==> src/sv/bba_pkg.sv <==
// Shared types, codes and constants of the block bitmap allocator.
package bba_pkg;

    localparam int DEF_BITMAP_BLOCK_BYTES = 512;
    localparam int DEF_MAX_BITMAP_BLOCKS  = 8;

    localparam int BN_W    = 15;
    localparam int CMD_W   = 2;
    localparam int WORD_W  = 32;
    localparam int FDB_W   = 15;
    localparam int BBU_W   = 4;
    localparam int APB_DW  = 32;
    localparam int APB_AW  = 3;

    localparam logic [WORD_W-1:0] FULL_WORD = 32'hffff_ffff;

    localparam logic [FDB_W-1:0] FDB_RESET = 15'd0;
    localparam logic [BBU_W-1:0] BBU_RESET = 4'd8;

    // Register indexes, taken from paddr above the byte lanes
    localparam logic REG_FIRST_DATA_BLOCK   = 1'b0;
    localparam logic REG_BITMAP_BLOCKS_USED = 1'b1;

    typedef enum logic [CMD_W-1:0] {
        CMD_READ  = 2'd0,
        CMD_WRITE = 2'd1,
        CMD_ALLOC = 2'd2,
        CMD_FREE  = 2'd3
    } t_cmd;

    typedef enum logic [1:0] {
        ST_OK      = 2'd0,
        ST_NOSPACE = 2'd1,
        ST_RANGE   = 2'd2
    } t_status;

    typedef struct packed {
        t_cmd            command;
        logic [BN_W-1:0] block_number;
        logic            used_value;
    } t_req;

    typedef struct packed {
        logic            bit_value;
        logic [BN_W-1:0] allocated_block;
        t_status         status;
    } t_rsp;

    // Controller to datapath
    typedef struct packed {
        logic clr_step;
        logic load_req;
        logic mem_rd;
        logic scan_next;
        logic fin_rmw;
        logic fin_hit;
        logic fin_nospace;
    } t_dp_cmd;

    // Datapath to controller
    typedef struct packed {
        logic clr_last;
        logic is_alloc;
        logic start_past;
        logic word_full;
        logic scan_last;
        logic out_free;
    } t_dp_stat;

endpackage

==> src/sv/bba_ctrl.sv <==
// Controller: clearing pass, request sequencing and the allocation scan.
module bba_ctrl
    import bba_pkg::*;
(
    input  logic     i_clk,
    input  logic     i_rst_n,
    input  logic     i_req_valid,
    output logic     o_req_ready,
    input  t_dp_stat i_stat,
    output t_dp_cmd  o_cmd
);

    typedef enum logic [1:0] {
        S_CLEAR,
        S_IDLE,
        S_READ,
        S_CHECK
    } t_state;

    t_state r_state;
    t_state n_state;

    always_ff @(posedge i_clk) begin
        if (!i_rst_n) begin
            r_state <= S_CLEAR;
        end else begin
            r_state <= n_state;
        end
    end

    always_comb begin
        n_state = r_state;
        o_cmd   = '0;
        unique case (r_state)
            S_CLEAR: begin
                o_cmd.clr_step = 1'b1;
                if (i_stat.clr_last) begin
                    n_state = S_IDLE;
                end
            end
            S_IDLE: begin
                if (i_req_valid) begin
                    o_cmd.load_req = 1'b1;
                    n_state        = S_READ;
                end
            end
            S_READ: begin
                o_cmd.mem_rd = 1'b1;
                n_state      = S_CHECK;
            end
            S_CHECK: begin
                // before finishing, hold here while the response register is still occupied
                if (!i_stat.is_alloc) begin
                    if (i_stat.out_free) begin
                        o_cmd.fin_rmw = 1'b1;
                        n_state       = S_IDLE;
                    end
                end else if (i_stat.start_past) begin
                    if (i_stat.out_free) begin
                        o_cmd.fin_nospace = 1'b1;
                        n_state           = S_IDLE;
                    end
                end else if (!i_stat.word_full) begin
                    if (i_stat.out_free) begin
                        o_cmd.fin_hit = 1'b1;
                        n_state       = S_IDLE;
                    end
                end else if (i_stat.scan_last) begin
                    if (i_stat.out_free) begin
                        o_cmd.fin_nospace = 1'b1;
                        n_state           = S_IDLE;
                    end
                end else begin
                    o_cmd.scan_next = 1'b1;
                    n_state         = S_READ;
                end
            end
            default: begin
                n_state = S_CLEAR;
            end
        endcase
    end

    assign o_req_ready = r_state == S_IDLE;

endmodule

==> config.mk <==
export PLATFORM = sky130hd
export DESIGN_NAME = bba_ctrl
export DESIGN_NICKNAME = d
export VERILOG_FILES = /design/src/sv/bba_pkg.sv /design/src/sv/bba_ctrl.sv
export SDC_FILE = /design/constraint.sdc
export NUM_CORES = 1
export LEC_CHECK = 0
export ABC_AREA = 1
export BUFFER_PORTS_ARGS = -buffer_cell sky130_fd_sc_hd__buf_2
export CAP_MARGIN = 25
export CORE_AREA = 10 10 47 49
export DETAILED_ROUTE_END_ITERATION = 8
export DIE_AREA = 0 0 57 59
export PLACE_DENSITY = 0.36
export SYNTH_ARGS = -nofsm -noshare
export SYNTH_HDL_FRONTEND = slang
export SYNTH_SLANG_ARGS = --single-unit
==> constraint.sdc <==
create_clock -name i_clk -period 1.6 [get_ports i_clk]
set_clock_uncertainty 0.1 [all_clocks]
set_input_delay 0.24 -clock i_clk [delete_from_list [all_inputs] [get_ports i_clk]]
set_output_delay 0.24 -clock i_clk [all_outputs]
set_load 0.05 [all_outputs]
# Yosys cells after proc, flatten, opt, wreduce, memory -nomap -nowiden
# Index checks and enable logic that the tools add are counted.
# word_totals
register_bits,2
inputBits,9
word_cells,33
# classes
n_eq_ne,5
n_mux,25
reduce_logical,2
# ops
op,n
2-bit 2-to-1 mux,8
1-bit 2-to-1 mux,15
2-bit case mux with 4 select lines,1
2-bit == test (second input constant),2
4-bit 2-to-1 mux,1
2-bit != test (second input constant),2
2-bit by 1-bit == test with 1-bit output (second input constant),1
2-bit zero test,1
2-bit AND reduction,1

# Logic depth before layout (Yosys ltp)
# depth
ltp_word,6
ltp_mapped,5
depth_no_buf,5

# Worst setup path before layout
# No wires, ideal clock.
# synth_path
path_kind,register to output
from,reg r_state[0]
to,out o_cmd[2] (netlist bit)
arrival_ns,1.519
required_ns,1.260
setup_slack_ns,-0.259
stages_incl_launch_ff,3
n_path_buf,0
path_cell_list,dfxtp_1 nand2_2 nor3_1
# synth_rtl
item,line_no,rtl
from (decl),bba_ctrl.sv:20,t_state r_state;
from (signal assigned),bba_ctrl.sv:27,r_state <= n_state;
to (decl),bba_ctrl.sv:10,output t_dp_cmd o_cmd

==> flow_summary_export.csv <==
group,metric,value,unit
run_status,outcome,"finished clean",
layout,regMostFlops,"r_state",
clocking,cts_buffer_depth,2,
yosys,synth_edf_count,0,
flow_run,max-cap-violations,0,
clocking,cts.sinks,2,
layout,top_regs,"r_state: 2 flops",
place,gp_congestion,0.6694,
power_and_ir_drop,switching_share,0.4240,
layout,num-fill-cells,186,
sta,tightest_slew,0.2542,ns
setup_path,reg2reg_to,"r_state[1]$_SDFFE_PN0P_",
worst_hold_path,worstHoldEndpoint,"r_state[0]$_SDFFE_PN0P_",
setup_path,worst-path-max-fanout,6,
detailed_routing,dr.pass1.iters,1,
clocking,clk_pin_slew_worst_paths,0.03,ns
layout,final-seq-area,42.54,um^2
yosys,synth_area_leaders,"dfxtp_1 22%, nor2_1 19%, inv_1 15%, a21oi_1 8.3%, nand2_1 8.3%",
clocking,cts_tree,"yes",
setup_path,path_delay_family,"simple AND/OR/NAND/NOR gates",
yosys,ys_ff_latch,2,
yosys,synth.distinct_cells,11,
layout,diodes,0,
yosys,synth_warnings,0,
global_routing,grt_pass1_vias,250,
place,dpl_cell_area,287.8,um^2
layout,multi_input_area,132.6,um^2
yosys,syn-num-nets,42,
place,dp_hpwl,574.8,um
setup_path,critPathMaxStageDelay,0.36,ns
setup_path,crit_path_start_kind,"flip-flop",
yosys,synth.top_cell.area_share,0.2222,
layout,drive_gt1_frac,0.5385,
clocking,root_buffer,"clkbuf_4",
detailed_routing,viasPerCell,3.779,
layout,final_cell_area,332.8,um^2
yosys,synth_top_cells_by_count,"9 x nor2_1, 7 x inv_1, 4 x nand2_1, 3 x a21oi_1",
global_routing,antenna_found_initial,0,
sta,setup_violations,0,
layout,largest_register_ffs,2,
setup_path,cp.arrival,1.16,ns
global_routing,grt_overflow,0,
yosys,synth_top_area_cell,"dfxtp_1",
clocking,clock_latency,0.22,ns
power_and_ir_drop,p_sw,0.1309,mW
detailed_routing,wirelength,675,um
power_and_ir_drop,pwr-share-seq,0.225,
setup_path,path_class,"flip-flop to output pin",
sta,fmax,665.4,MHz
setup_path,r2r_slack,0.61,ns
clocking,cts_made_buffers,3,
power_and_ir_drop,leakage,0.1905,nW
sta,maxSlewViolCount,0,
power_and_ir_drop,clockPowerShare,0.353,
yosys,synth_area_per_cell,5.460,um^2
yosys,ys_seq_area_frac,0.2222,
setup_path,cp_slowest_cell,"dfxtp_2",
floorplanning,dieHeight,59,um
floorplanning,io_pins,17,
yosys,yosysMostFrequentCell,"nor2_1",
yosys,ys.flop_type,"dfxtp_1",
sta,min_period,1.503,ns
floorplanning,core-area,1401,um^2
global_routing,grt_max_degree,7,
floorplanning,dieArea,3363,um^2
sta,relSlewSlack,0.8317,
setup_path,reg2regPathDepth,3,
place,dp_cells,65,
power_and_ir_drop,power.share.combinational,0.423,
sta,hold_viol_final,0,
detailed_routing,wl_per_cell,9.926,um
layout,utilization,0.2375,
setup_path,r2r-start,"r_state[1]$_SDFFE_PN0P_",
clocking,holdBufCountCts,0,
yosys,postSynth.asyncResetShare,0,
sta,rsz0062_at_grt,"false",
sta,fin_ws,0.09720,ns
power_and_ir_drop,vdd_drop_max,0.0001827,V
yosys,syn_inst,33,
detailed_routing,drc,0,
detailed_routing,vias,257,
setup_path,worstPathCellList,"nand2_2 -> nor2_4 -> nand2_2 -> nor3_4 -> buf_6",
floorplanning,start_util,0.1286,
place,io_buffers,16,
detailed_routing,ant_nets,0,
setup_path,worst-path-buf-inv,1,
yosys,synth_area,180.2,um^2
global_routing,grt_pass1_wl,993,um
layout,nets,63,
setup_path,cp-end-kind,"output pin",
worst_hold_path,hold_depth,3,
clocking,htree_levels,1,
power_and_ir_drop,power_density,927.5,nW/um^2
floorplanning,fp.dieW,57,um
global_routing,grt_usage,0.03844,
detailed_routing,drt_iter0_markers,0,
power_and_ir_drop,intPower,0.1778,mW
worst_hold_path,min_path_type,"input port to flip-flop",
layout,area_delta_synth_final,84.72,%
sta,period_share,0.9393,
layout,layout.cells.non_filler,68,
place,pre_cts_ws,0.1702,ns
setup_path,cp_common_cell,"nand2_2",
worst_hold_path,hold_start,"i_rst_n",
floorplanning,num_rows,14,
setup_path,crit_required,1.26,ns
sta,worst_hold_slack,0.1401,ns
## cells in the final DEF (no fill, tap or decap), types with 2 or more instances in the layout
| cell | instances |
|---|---|
| nand2_2 | 2 |
| inv_1 | 7 |
| a21oi_1 | 3 |
| clkbuf_4 | 3 |
| buf_2 | 14 |
| nand3_1 | 2 |
| dfxtp_2 | 2 |
| nor2_1 | 8 |
| nand2_1 | 4 |
## timing repair
action / in CTS / in global routing
setup buffers: 0 / 0
gates resized for setup: 4 / 3
endpoints found under the setup margin: 2 / 2
hold endpoints to repair: 0 / 0
## power groups by stage
stage               sequential [mW]  clock, mW  combinational (mW)
detailed placement           0.0684          0               0.129
global route                 0.0710      0.126               0.141
CTS                          0.0687      0.116               0.130
finish                       0.0694      0.109               0.130
global placement             0.0687          0               0.130
floorplan                    0.0662          0              0.0954
## layout make-up
class                           count  area share
Inverter                            7     0.07895
Clock buffer                        3     0.06767
Tap cell                           16     0.06015
Sequential cell                     2      0.1278
Timing Repair Buffer               16      0.2669
Multi-Input combinational cell     24      0.3985
## how the worst max path moves through the flow
stage | start | to | cells past startpoint
after global placement | r_state[0]$_SDFFE_PN0P_ | o_cmd[1] | 5
after CTS | r_state[1]$_SDFFE_PN0P_ | o_cmd[1] | 5
final | r_state[0]$_SDFFE_PN0P_ | o_cmd[1] | 5
after floorplan | r_state[0]$_SDFFE_PN0P_ | o_cmd[1] | 4
after detailed placement | r_state[0]$_SDFFE_PN0P_ | o_cmd[1] | 5
after global routing | r_state[0]$_SDFFE_PN0P_ | o_cmd[1] | 5
## routing by layer
metal  global-route usage  wire [um]
met1              0.03796        296
met5                    0          0
met3              0.03004         92
met4              0.04027         21
met2              0.04806        265
## kinds of logic (layout without fill, tap and decap cells)
| family | Yosys count | count (layout) | share of synthesized area |
|---|---|---|---|
| flops | 2 | 2 | 0.2222 |
| buf+inv | 7 | 26 | 0.1459 |
| simple gates | 21 | 21 | 0.5486 |
| compound gates | 3 | 3 | 0.08331 |
## worst reg2reg max path: stages, from the launching register on
cell and delay, ns:
dfxtp_2 0.33, or2_2 0.30, nand3_1 0.09, a21oi_1 0.05
## through the flow
stage | power [mW] | TNS (ns)
2_1_floorplan | 0.1616 | -0.001552
3_3_place_gp | 0.1987 | 0
3_5_place_dp | 0.1979 | 0
4_1_cts | 0.3144 | 0
5_1_grt | 0.3373 | 0
6_report | 0.3087 | 0
(Power assumes the default switching activity.)
