## src/sv/bba_pkg.sv

```systemverilog
// Shared types, codes and constants of the block bitmap allocator.
package bba_pkg;

    localparam int DEF_BITMAP_BLOCK_BYTES = 512;
    localparam int DEF_MAX_BITMAP_BLOCKS  = 8;

    localparam int BN_W    = 15;
    localparam int CMD_W   = 2;
    localparam int WORD_W  = 32;
    localparam int FDB_W   = 15;
    localparam int BBU_W   = 4;
    localparam int APB_DW  = 32;
    localparam int APB_AW  = 3;

    localparam logic [WORD_W-1:0] FULL_WORD = 32'hffff_ffff;

    localparam logic [FDB_W-1:0] FDB_RESET = 15'd0;
    localparam logic [BBU_W-1:0] BBU_RESET = 4'd8;

    // Register indexes, taken from paddr above the byte lanes
    localparam logic REG_FIRST_DATA_BLOCK   = 1'b0;
    localparam logic REG_BITMAP_BLOCKS_USED = 1'b1;

    typedef enum logic [CMD_W-1:0] {
        CMD_READ  = 2'd0,
        CMD_WRITE = 2'd1,
        CMD_ALLOC = 2'd2,
        CMD_FREE  = 2'd3
    } t_cmd;

    typedef enum logic [1:0] {
        ST_OK      = 2'd0,
        ST_NOSPACE = 2'd1,
        ST_RANGE   = 2'd2
    } t_status;

    typedef struct packed {
        t_cmd            command;
        logic [BN_W-1:0] block_number;
        logic            used_value;
    } t_req;

    typedef struct packed {
        logic            bit_value;
        logic [BN_W-1:0] allocated_block;
        t_status         status;
    } t_rsp;

    // Controller to datapath
    typedef struct packed {
        logic clr_step;
        logic load_req;
        logic mem_rd;
        logic scan_next;
        logic fin_rmw;
        logic fin_hit;
        logic fin_nospace;
    } t_dp_cmd;

    // Datapath to controller
    typedef struct packed {
        logic clr_last;
        logic is_alloc;
        logic start_past;
        logic word_full;
        logic scan_last;
        logic out_free;
    } t_dp_stat;

endpackage

```

## src/sv/bba_apb_regs.sv

```systemverilog
// APB configuration registers: first data block and bitmap blocks in use.
module bba_apb_regs
    import bba_pkg::*;
(
    input  logic              i_clk,
    input  logic              i_rst_n,
    input  logic              psel,
    input  logic              penable,
    input  logic              pwrite,
    input  logic [APB_AW-1:0] paddr,
    input  logic [APB_DW-1:0] pwdata,
    output logic [APB_DW-1:0] prdata,
    output logic              pready,
    output logic [FDB_W-1:0]  o_first_data_block,
    output logic [BBU_W-1:0]  o_bitmap_blocks_used
);

    logic [FDB_W-1:0] r_fdb;
    logic [BBU_W-1:0] r_bbu;
    logic             wr_en;
    logic             reg_idx;

    assign pready  = 1'b1;
    assign wr_en   = psel && penable && pwrite && pready;
    assign reg_idx = paddr[APB_AW-1];

    always_ff @(posedge i_clk) begin
        if (!i_rst_n) begin
            r_fdb <= FDB_RESET;
            r_bbu <= BBU_RESET;
        end else if (wr_en) begin
            if (reg_idx == REG_FIRST_DATA_BLOCK) begin
                r_fdb <= pwdata[FDB_W-1:0];
            end else begin
                r_bbu <= pwdata[BBU_W-1:0];
            end
        end
    end

    always_comb begin
        if (reg_idx == REG_FIRST_DATA_BLOCK) begin
            prdata = APB_DW'(r_fdb);
        end else begin
            prdata = APB_DW'(r_bbu);
        end
    end

    assign o_first_data_block   = r_fdb;
    assign o_bitmap_blocks_used = r_bbu;

endmodule

```

## config.mk

```make
export PLATFORM = sky130hd
export DESIGN_NAME = bba_apb_regs
export DESIGN_NICKNAME = d
export VERILOG_FILES = /design/src/sv/bba_pkg.sv /design/src/sv/bba_apb_regs.sv
export SDC_FILE = /design/constraint.sdc
export NUM_CORES = 1
export LEC_CHECK = 0
export BUFFER_PORTS_ARGS = -buffer_cell sky130_fd_sc_hd__buf_2
export CAP_MARGIN = 15
export CORE_MARGIN = 2
export CORE_UTILIZATION = 37
export CTS_CLUSTER_SIZE = 10
export DETAILED_ROUTE_END_ITERATION = 16
export PLACE_DENSITY_LB_ADDON = 0.15
export REMOVE_ABC_BUFFERS = 1
export SLEW_MARGIN = 20
export SYNTH_ARGS = -nofsm -noshare
export SYNTH_HDL_FRONTEND = slang
export SYNTH_SLANG_ARGS = --single-unit
export TNS_END_PERCENT = 1
```

## constraint.sdc

```tcl
create_clock -name i_clk -period 1.49 [get_ports i_clk]
set_clock_uncertainty 0.15 [all_clocks]
set_input_delay 0.2235 -clock i_clk [delete_from_list [all_inputs] [get_ports i_clk]]
set_output_delay 0.2235 -clock i_clk [all_outputs]
set_load 0.1 [all_outputs]
```

* Word level (Yosys, flattened, before mapping) *
Index checks and enable logic that the tools add are counted.

operators by class
  add/sub/neg operators = 0
  bitwise gates (word level) = 1
  magnitude comparators = 0
  shift-type cells = 0
  equality and inequality tests = 0
  reductions and logical operators = 4
  divide/modulo/power cells = 0
  mux-type cells = 1
  multiply operators = 0

operator list
  cell                 number
  15-bit two-way mux   1
  2-bit AND reduction  2
  1-bit logical AND    2
  1-bit inverter       1

storage, ports and cells
  latch bits = 0
  memories kept = 0
  word-level logic and storage cells = 8
  register bits = 19
  bits in writable memories = 0
  memory bits (read-only) = 0
  output and inout port bits = 52

* Longest topological paths before layout *
Gate-level depths: netlist of run 1.

  depth in word-level cells = 3
  depth in mapped cells = 5
  gate-level depth less buffers = 2

* Worst setup path after synthesis of run 1 *
No wires, ideal clock.

  path kind = flip-flop to output port
  start point = register r_fdb[10] (netlist: o_first_data_block[10])
  end point = output port prdata[10]
  arrival = 2.391 ns
  data required time = 1.117 ns
  cell stages (with the launch flop) = 2
  setup slack = -1.275 ns
  path through = dfxtp_1 > nor2b_1

on the way
  longest elaborated chain between the ends = 1

RTL lines
  item                      RTL line            source
  start: declaration        bba_apb_regs.sv:18  logic [FDB_W-1:0] r_fdb;
  start signal: assignment  bba_apb_regs.sv:33  r_fdb <= pwdata[FDB_W-1:0];
  15-bit two-way mux        bba_apb_regs.sv:41  if (reg_idx == REG_FIRST_DATA_BLOCK) begin
  end: declaration          bba_apb_regs.sv:12  output logic [APB_DW-1:0] prdata,

Every way passes these cells.

* Worst setup path after layout of run 1 *
  start point = register r_fdb[0] (netlist: o_first_data_block[0])
  end point = output port prdata[0]

Same word-level chain as after synthesis.

==> results of run 1 <==
==> kinds of logic (layout without fill, tap and decap cells) <==
| group | count (synthesis) | in the layout | synth area share, % |
|---|---|---|---|
| AND/OR/NAND/NOR | 48 | 48 | 21.4 |
| multiplexers | 23 | 23 | 22.5 |
| flip-flops | 19 | 19 | 36.4 |
| buffers and inverters | 26 | 62 | 18.9 |
| other | 2 | 18 | 0.719 |
==> cells in the final DEF (no fill, tap or decap), types with 3 or more instances in the layout <==
cell type,count
nand2_1,33
nor2b_1,4
buf_2,25
nor2b_2,8
conb_1,18
mux2_2,4
buf_12,12
buf_6,4
mux2i_1,19
dfxtp_1,19
clkbuf_4,17
buf_4,3
==> stage by stage <==
step | std cells | hold WS [ps] | area, µm² | setup WS (ps)
2_1_floorplan | 108 | 216 | 907 | -1270
4_1_cts | 201 | 1.28 | 1480 | -1.87
5_1_grt | 201 | 1.29 | 1530 | -31.8
6_report | 201 | 9.85 | 1530 | 19.9
3_3_place_gp | 197 | 299 | 1420 | 65.2
3_5_place_dp | 197 | 312 | 1420 | 50.9
==> cell type report <==
cell class | instances | area, µm²
flip-flops and latches | 19 | 380
multi-input cells | 89 | 547
clock buffers | 3 | 22.5
clock inverters | 1 | 5.00
well taps | 31 | 38.8
fillers | 276 | 1180
repair buffers | 58 | 538
==> worst max-delay path by stage <==
stage	cells after the start	from	slack [ps]	end
after floorplan	1	o_first_data_block[10]$_SDFFE_PN0P_	-1270	prdata[10]
after global placement	3	paddr[2]	70	prdata[1]
after detailed placement	3	paddr[2]	50	prdata[3]
after CTS	1	o_first_data_block[6]$_SDFFE_PN0P_	-2	o_first_data_block[6]
after global routing	2	o_first_data_block[7]$_SDFFE_PN0P_	-30	prdata[7]
final	2	o_first_data_block[0]$_SDFFE_PN0P_	20	prdata[0]
==> routing by layer <==
metal  wire [µm]  up-vias  GRT usage, %
li1            -      440             -
met1        1000      381          18.0
met2        1040       43          24.0
met3         201        0          3.40
met4           0        0          3.99
met5           0        -             0
==> flip-flops by register name, summed over array words and instances (netlist names) <==
signal,flops
o_first_data_block,15
o_bitmap_blocks_used,4
==> report_power, final <==
part	internal, µW	leakage, µW	switching, µW
logic	82.9	0.000551	393
clock network	99.8	0.0000177	153
registers	519	0.000154	7.70
==> tightest hold or removal path: cells and delay by family <==
| kind | cells | cell delay, ps |
|---|---|---|
| AND/OR/NAND/NOR | 1 | 50 |
| multiplexers | 1 | 50 |
| buffers and inverters | 1 | 90 |
==> what timing repair did <==
| item | 4_1_cts | 5_1_grt |
|---|---|---|
| hold buffers | 0 | 0 |
| resized for setup | 11 | 19 |
| setup endpoints to repair | 8 | 28 |
==> flow_summary.ini, run 1 <==
[drt]
viasPerCell = 4.30
routed_wl_um = 2250
ant_nets = 0
wl_per_cell_um = 11.2
first_pass_iters = 2
vias = 864
drt_iter0_markers = 4
drc_errors = 0

[global_route]
antenna_found_initial = 0
gr-total-overflow = 0
grt_max_degree = 19
grt_pass1_vias = 859
grt_usage_pct = 14.1
grt_pass1_wl_um = 3660

[floorplan]
die_h_um = 57.1
core_area_mm2 = 0.00271
ioPinCount = 92
die_x_um = 57.1
die-area_mm2 = 0.00326
initial_core_util_pct = 38.6
rows = 19

[cells_and_area]
final_util_pct = 56.5
area_growth_pct = 46.6
fin_nets = 211
drive_gt1_share_pct = 44.1
n_antenna_cell = 0

[synthesis]
syn_inst = 118
synthTopCellsByArea = dfxtp_1 36%, mux2i_1 18%, buf_4 13%
ys_ff_latch = 19
async_reset_ff_share_pct = 0
synthDominantCellAreaShare_pct = 36.4
synth_edf_count = 0
synth_most_common_cell = nand2_1
synth_warnings = 0
yosysTopAreaCell = dfxtp_1
synth_commonest_cells = 33 x nand2_1, 19 x dfxtp_1, 19 x mux2i_1
ys.flop_type = dfxtp_1
mappedNetlistArea_mm2 = 0.00104
ys_types = 14
synth_area_per_cell_um2 = 8.85
yosysSeqAreaShare_pct = 36.4

[worst_hold_path]
hold_path_startpoint = pwdata[6]
min_path_type = input pin to register
hold_depth = 3
hold_end = o_first_data_block[6]$_SDFFE_PN0P_

[critical_path]
path_class = register to output pin
regToRegSetupSlack_ps = 710
r2r-end = o_first_data_block[12]$_SDFFE_PN0P_
reg2regPathDepth = 2
critPathSlowestCell = dfxtp_1
end_kind = output pin
crit_chain = mux2_2 -> buf_6
crit_fanout = 3
cp_top_family = flip-flops
cp-start-kind = register
critPathMaxStageDelay_ps = 350
crit_buf_inv = 1
cp.arrival_ps = 1100
cp.required_ps = 1120
rr_startpoint = o_first_data_block[12]$_SDFFE_PN0P_

[place]
portBuffers = 54
dp_hpwl_um = 1790
gp_congestion = 0.675

[cts]
post_cts_buffers = 0
htreeDepth = 1
cts_tree = built
cts_root_buffer = clkbuf_4
clk_path_buf_depth = 2
numCtsBuffers = 3
cts.sinks = 19
worstSkewPairLatency_ps = 280
cts.clk_slew.worst_paths_ps = 110

[sta]
rsz0062_at_grt = yes
hold_viol = 0
finalCritPeriodShare_pct = 98.7
fin_crit_ps = 1470
max_clock_freq_ghz = 0.680
finalMaxSlewViolations = 0
fin_setup_tns_ps = 0
setup_viol_count_final = 0

[pwr]
leakagePower_uw = 0.000722
p_total_uw = 1260
vdd_drop_max_uv = 615
powerDensity_mw_per_mm2 = 820

[status]
status = complete, no violations

[run]
drv_cap = 0
No activity file was read; power rests on OpenSTA's default activity.
==> inputs of run 2 (changes only) <==
BUFFER_PORTS_ARGS = unset   (was -buffer_cell sky130_fd_sc_hd__buf_2)
CORE_UTILIZATION = 54   (was 37)
DONT_BUFFER_PORTS = 1   (was unset)
clock period = 1.5 ns   (was 1.49 ns; I/O delays follow)
==> flow_summary.ini, run 2 <==
[cts]
cts_root_buffer = clkbuf_4
htreeDepth = 1
numCtsBuffers = 3
cts.sinks = 19
clk_path_buf_depth = 2
post_cts_resized = 0

[synthesis]
ys_types = 14
ys_ff_latch = 19
async_reset_ff_share_pct = 0
synth_commonest_cells = 33 x nand2_1, 19 x dfxtp_1, 19 x mux2i_1
yosysSeqAreaShare_pct = 36.4
synth_warnings = 0
synth_most_common_cell = nand2_1
synthTopCellsByArea = dfxtp_1 36%, mux2i_1 18%, buf_4 13%
mappedNetlistArea_mm2 = 0.00104
syn_inst = 118
synth_edf_count = 0
ys.flop_type = dfxtp_1
synth_area_per_cell_um2 = 8.85
synthDominantCellAreaShare_pct = 36.4
yosysTopAreaCell = dfxtp_1

[status]
tool.error = [ERROR DPL-0038] Utilization greater than 100%, impossible to legalize
haltStage = global routing (5_1_grt)
status = aborted with a tool error

[sta]
crit_endpoint = prdata[1]
worstEpCategory = primary output

[place]
portBuffers = 0
gp_congestion = 0.580
dp_hpwl_um = 1820

[global_route]
grt_max_degree = 21

[floorplan]
rows = 15
initial_core_util_pct = 59.2
die_x_um = 48.0
ioPinCount = 92
die_h_um = 48.0
run 2: cell families after synthesis:
family / Yosys count / share of synthesized area (%)
muxes: 23 / 22.5
and+or+nand+nor: 48 / 21.4
other: 2 / 0.719
DFF: 19 / 36.4
buffers and inverters: 26 / 18.9
run 2: stage by stage:
stage	instance area, µm²	std cells	setup slack [ps]
after CTS	1730	201	11.9
after global placement	1410	168	344
after detailed placement	1410	168	310
after floorplan	907	108	-1270
run 2: what timing repair did:
item	CTS
hold buffers	29
endpoints found under the setup margin	0
endpoints found under the hold margin	19
setup buffers	0
==> inputs of run 3 (changes only) <==
CORE_AREA = 2 2 63 65   (was unset)
CORE_MARGIN = unset   (was 2)
CORE_UTILIZATION = unset   (was 54)
CTS_CLUSTER_SIZE = unset   (was 10)
DIE_AREA = 0 0 65 67   (was unset)
==> flow_summary.ini, run 3 (synthesis gave the netlist of run 1 again) <==
[status]
status = finished, violations left
failed_checks = hold timing

[cells_and_area]
nFillCells = 342
fin_nets = 214
n_antenna_cell = 0
final_cells = 221
area_growth_pct = 68.4
drive_gt1_share_pct = 31.2
largest_reg_flops = 15
final_common_cell = nand2_1
layout.cells.most_common_list = 33 x nand2_1, 22 x dlygate4sd3_1, 20 x buf_4

[cts]
numCtsBuffers = 3
post_cts_buffers = 0
cts_root_buffer = clkbuf_8
cts.clk_slew.worst_paths_ps = 70
htreeDepth = 1
worstSkewPairLatency_ps = 250
cts_tree = built
cts.sinks = 19
clk_path_buf_depth = 2

[drt]
vias = 901
first_pass_iters = 3
wl_per_cell_um = 12.1
drt_iter0_markers = 13
routed_wl_um = 2680
drc_errors = 0
ant_nets = 0
viasPerCell = 4.08

[pwr]
vdd_drop_max_uv = 418
leakagePower_uw = 0.000762
powerDensity_mw_per_mm2 = 771

[global_route]
antenna_found_initial = 0
grt_max_degree = 36
gr-total-overflow = 0
grt_pass1_vias = 940
grt_pass1_wl_um = 4180
grt_usage_pct = 12.6

[floorplan]
die_h_um = 67
die-area_mm2 = 0.00436
ioPinCount = 92
core_area_mm2 = 0.00361
rows = 22
die_x_um = 65
initial_core_util_pct = 29.0

[critical_path]
r2r-end = o_first_data_block[10]$_SDFFE_PN0P_
reg2regPathDepth = 3
path_class = input pin to register
crit_fanout = 1
cp.required_ps = 1480
rr_startpoint = o_first_data_block[10]$_SDFFE_PN0P_
regToRegSetupSlack_ps = 180
cp.arrival_ps = 1430
end_kind = register
cp-start-kind = input pin

[sta]
finalCritPeriodShare_pct = 96.4
rsz0062_at_grt = no
holdWs_ps = -33.7
fin_crit_ps = 1450
finalMaxSlewViolations = 0
max_clock_freq_ghz = 0.692
hold_viol = 16
setup_viol_count_final = 0

[place]
dp_hpwl_um = 1910
portBuffers = 0
placedCellCount = 191
gp_congestion = 0.689

[worst_hold_path]
hold_depth = 2
min_path_type = input pin to register
hold_path_startpoint = i_rst_n
hold_end = o_first_data_block[5]$_SDFFE_PN0P_

[run]
drv_cap = 0
[run 3: critical path, cell delays in order]
cell	delay, ps
dlygate4sd3_1	530
nand2_1	50
dlygate4sd3_1	550
mux2i_1	70
[run 3: what timing repair did]
action                                 in CTS  in global routing
hold buffers                               25                  2
setup endpoints to repair                   0                  5
resized for setup                           0                  4
endpoints found under the hold margin      19                 14
[run 3: layer usage]
layer	up-vias	track usage, %	share of wire [%]
met4	0	6.38	1.2
met3	2	2.03	6.2
met1	422	13.2	37
li1	448	-	-
met2	29	24.1	56
met5	-	0	0
[run 3: worst max path at each step]
stage / from / to / slack [ps]
after detailed placement: paddr[2] / o_first_data_block[8]$_SDFFE_PN0P_ / 290
after global placement: paddr[2] / o_first_data_block[8]$_SDFFE_PN0P_ / 320
after CTS: pwdata[3] / o_first_data_block[3]$_SDFFE_PN0P_ / 30
after global routing: pwdata[14] / o_first_data_block[14]$_SDFFE_PN0P_ / 3
after floorplan: o_first_data_block[10]$_SDFFE_PN0P_ / prdata[10] / -1270
final: pwdata[12] / o_first_data_block[12]$_SDFFE_PN0P_ / 50
[run 3: per-stage QoR]
stage	area [µm²]	utilization, %	setup TNS [ps]	setup slack [ps]	total power (µW)
global placement	1440	40.0	0	317	962
finish	1760	48.8	0	54.0	1360
floorplan	907	-	-15000	-1270	903
detailed placement	1440	40.0	0	288	965
CTS	1740	48.2	0	31.6	1380
global route	1760	48.8	0	2.88	1410
[run 3: cell type report]
type	instances	area [µm²]	share of cell area [%]
clock buffer	3	41.3	2.35
sequential	19	380	21.6
multi-input combinational	89	552	31.4
clock inverter	1	5.00	0.284
timing repair buffer	61	721	41.0
tap	48	60.1	3.41
[run 3: where the power goes]
| part | total (µW) | internal (µW) | switching (µW) |
|---|---|---|---|
| clock | 352 | 184 | 167 |
| combinational | 484 | 110 | 374 |
| sequential | 521 | 515 | 5.46 |
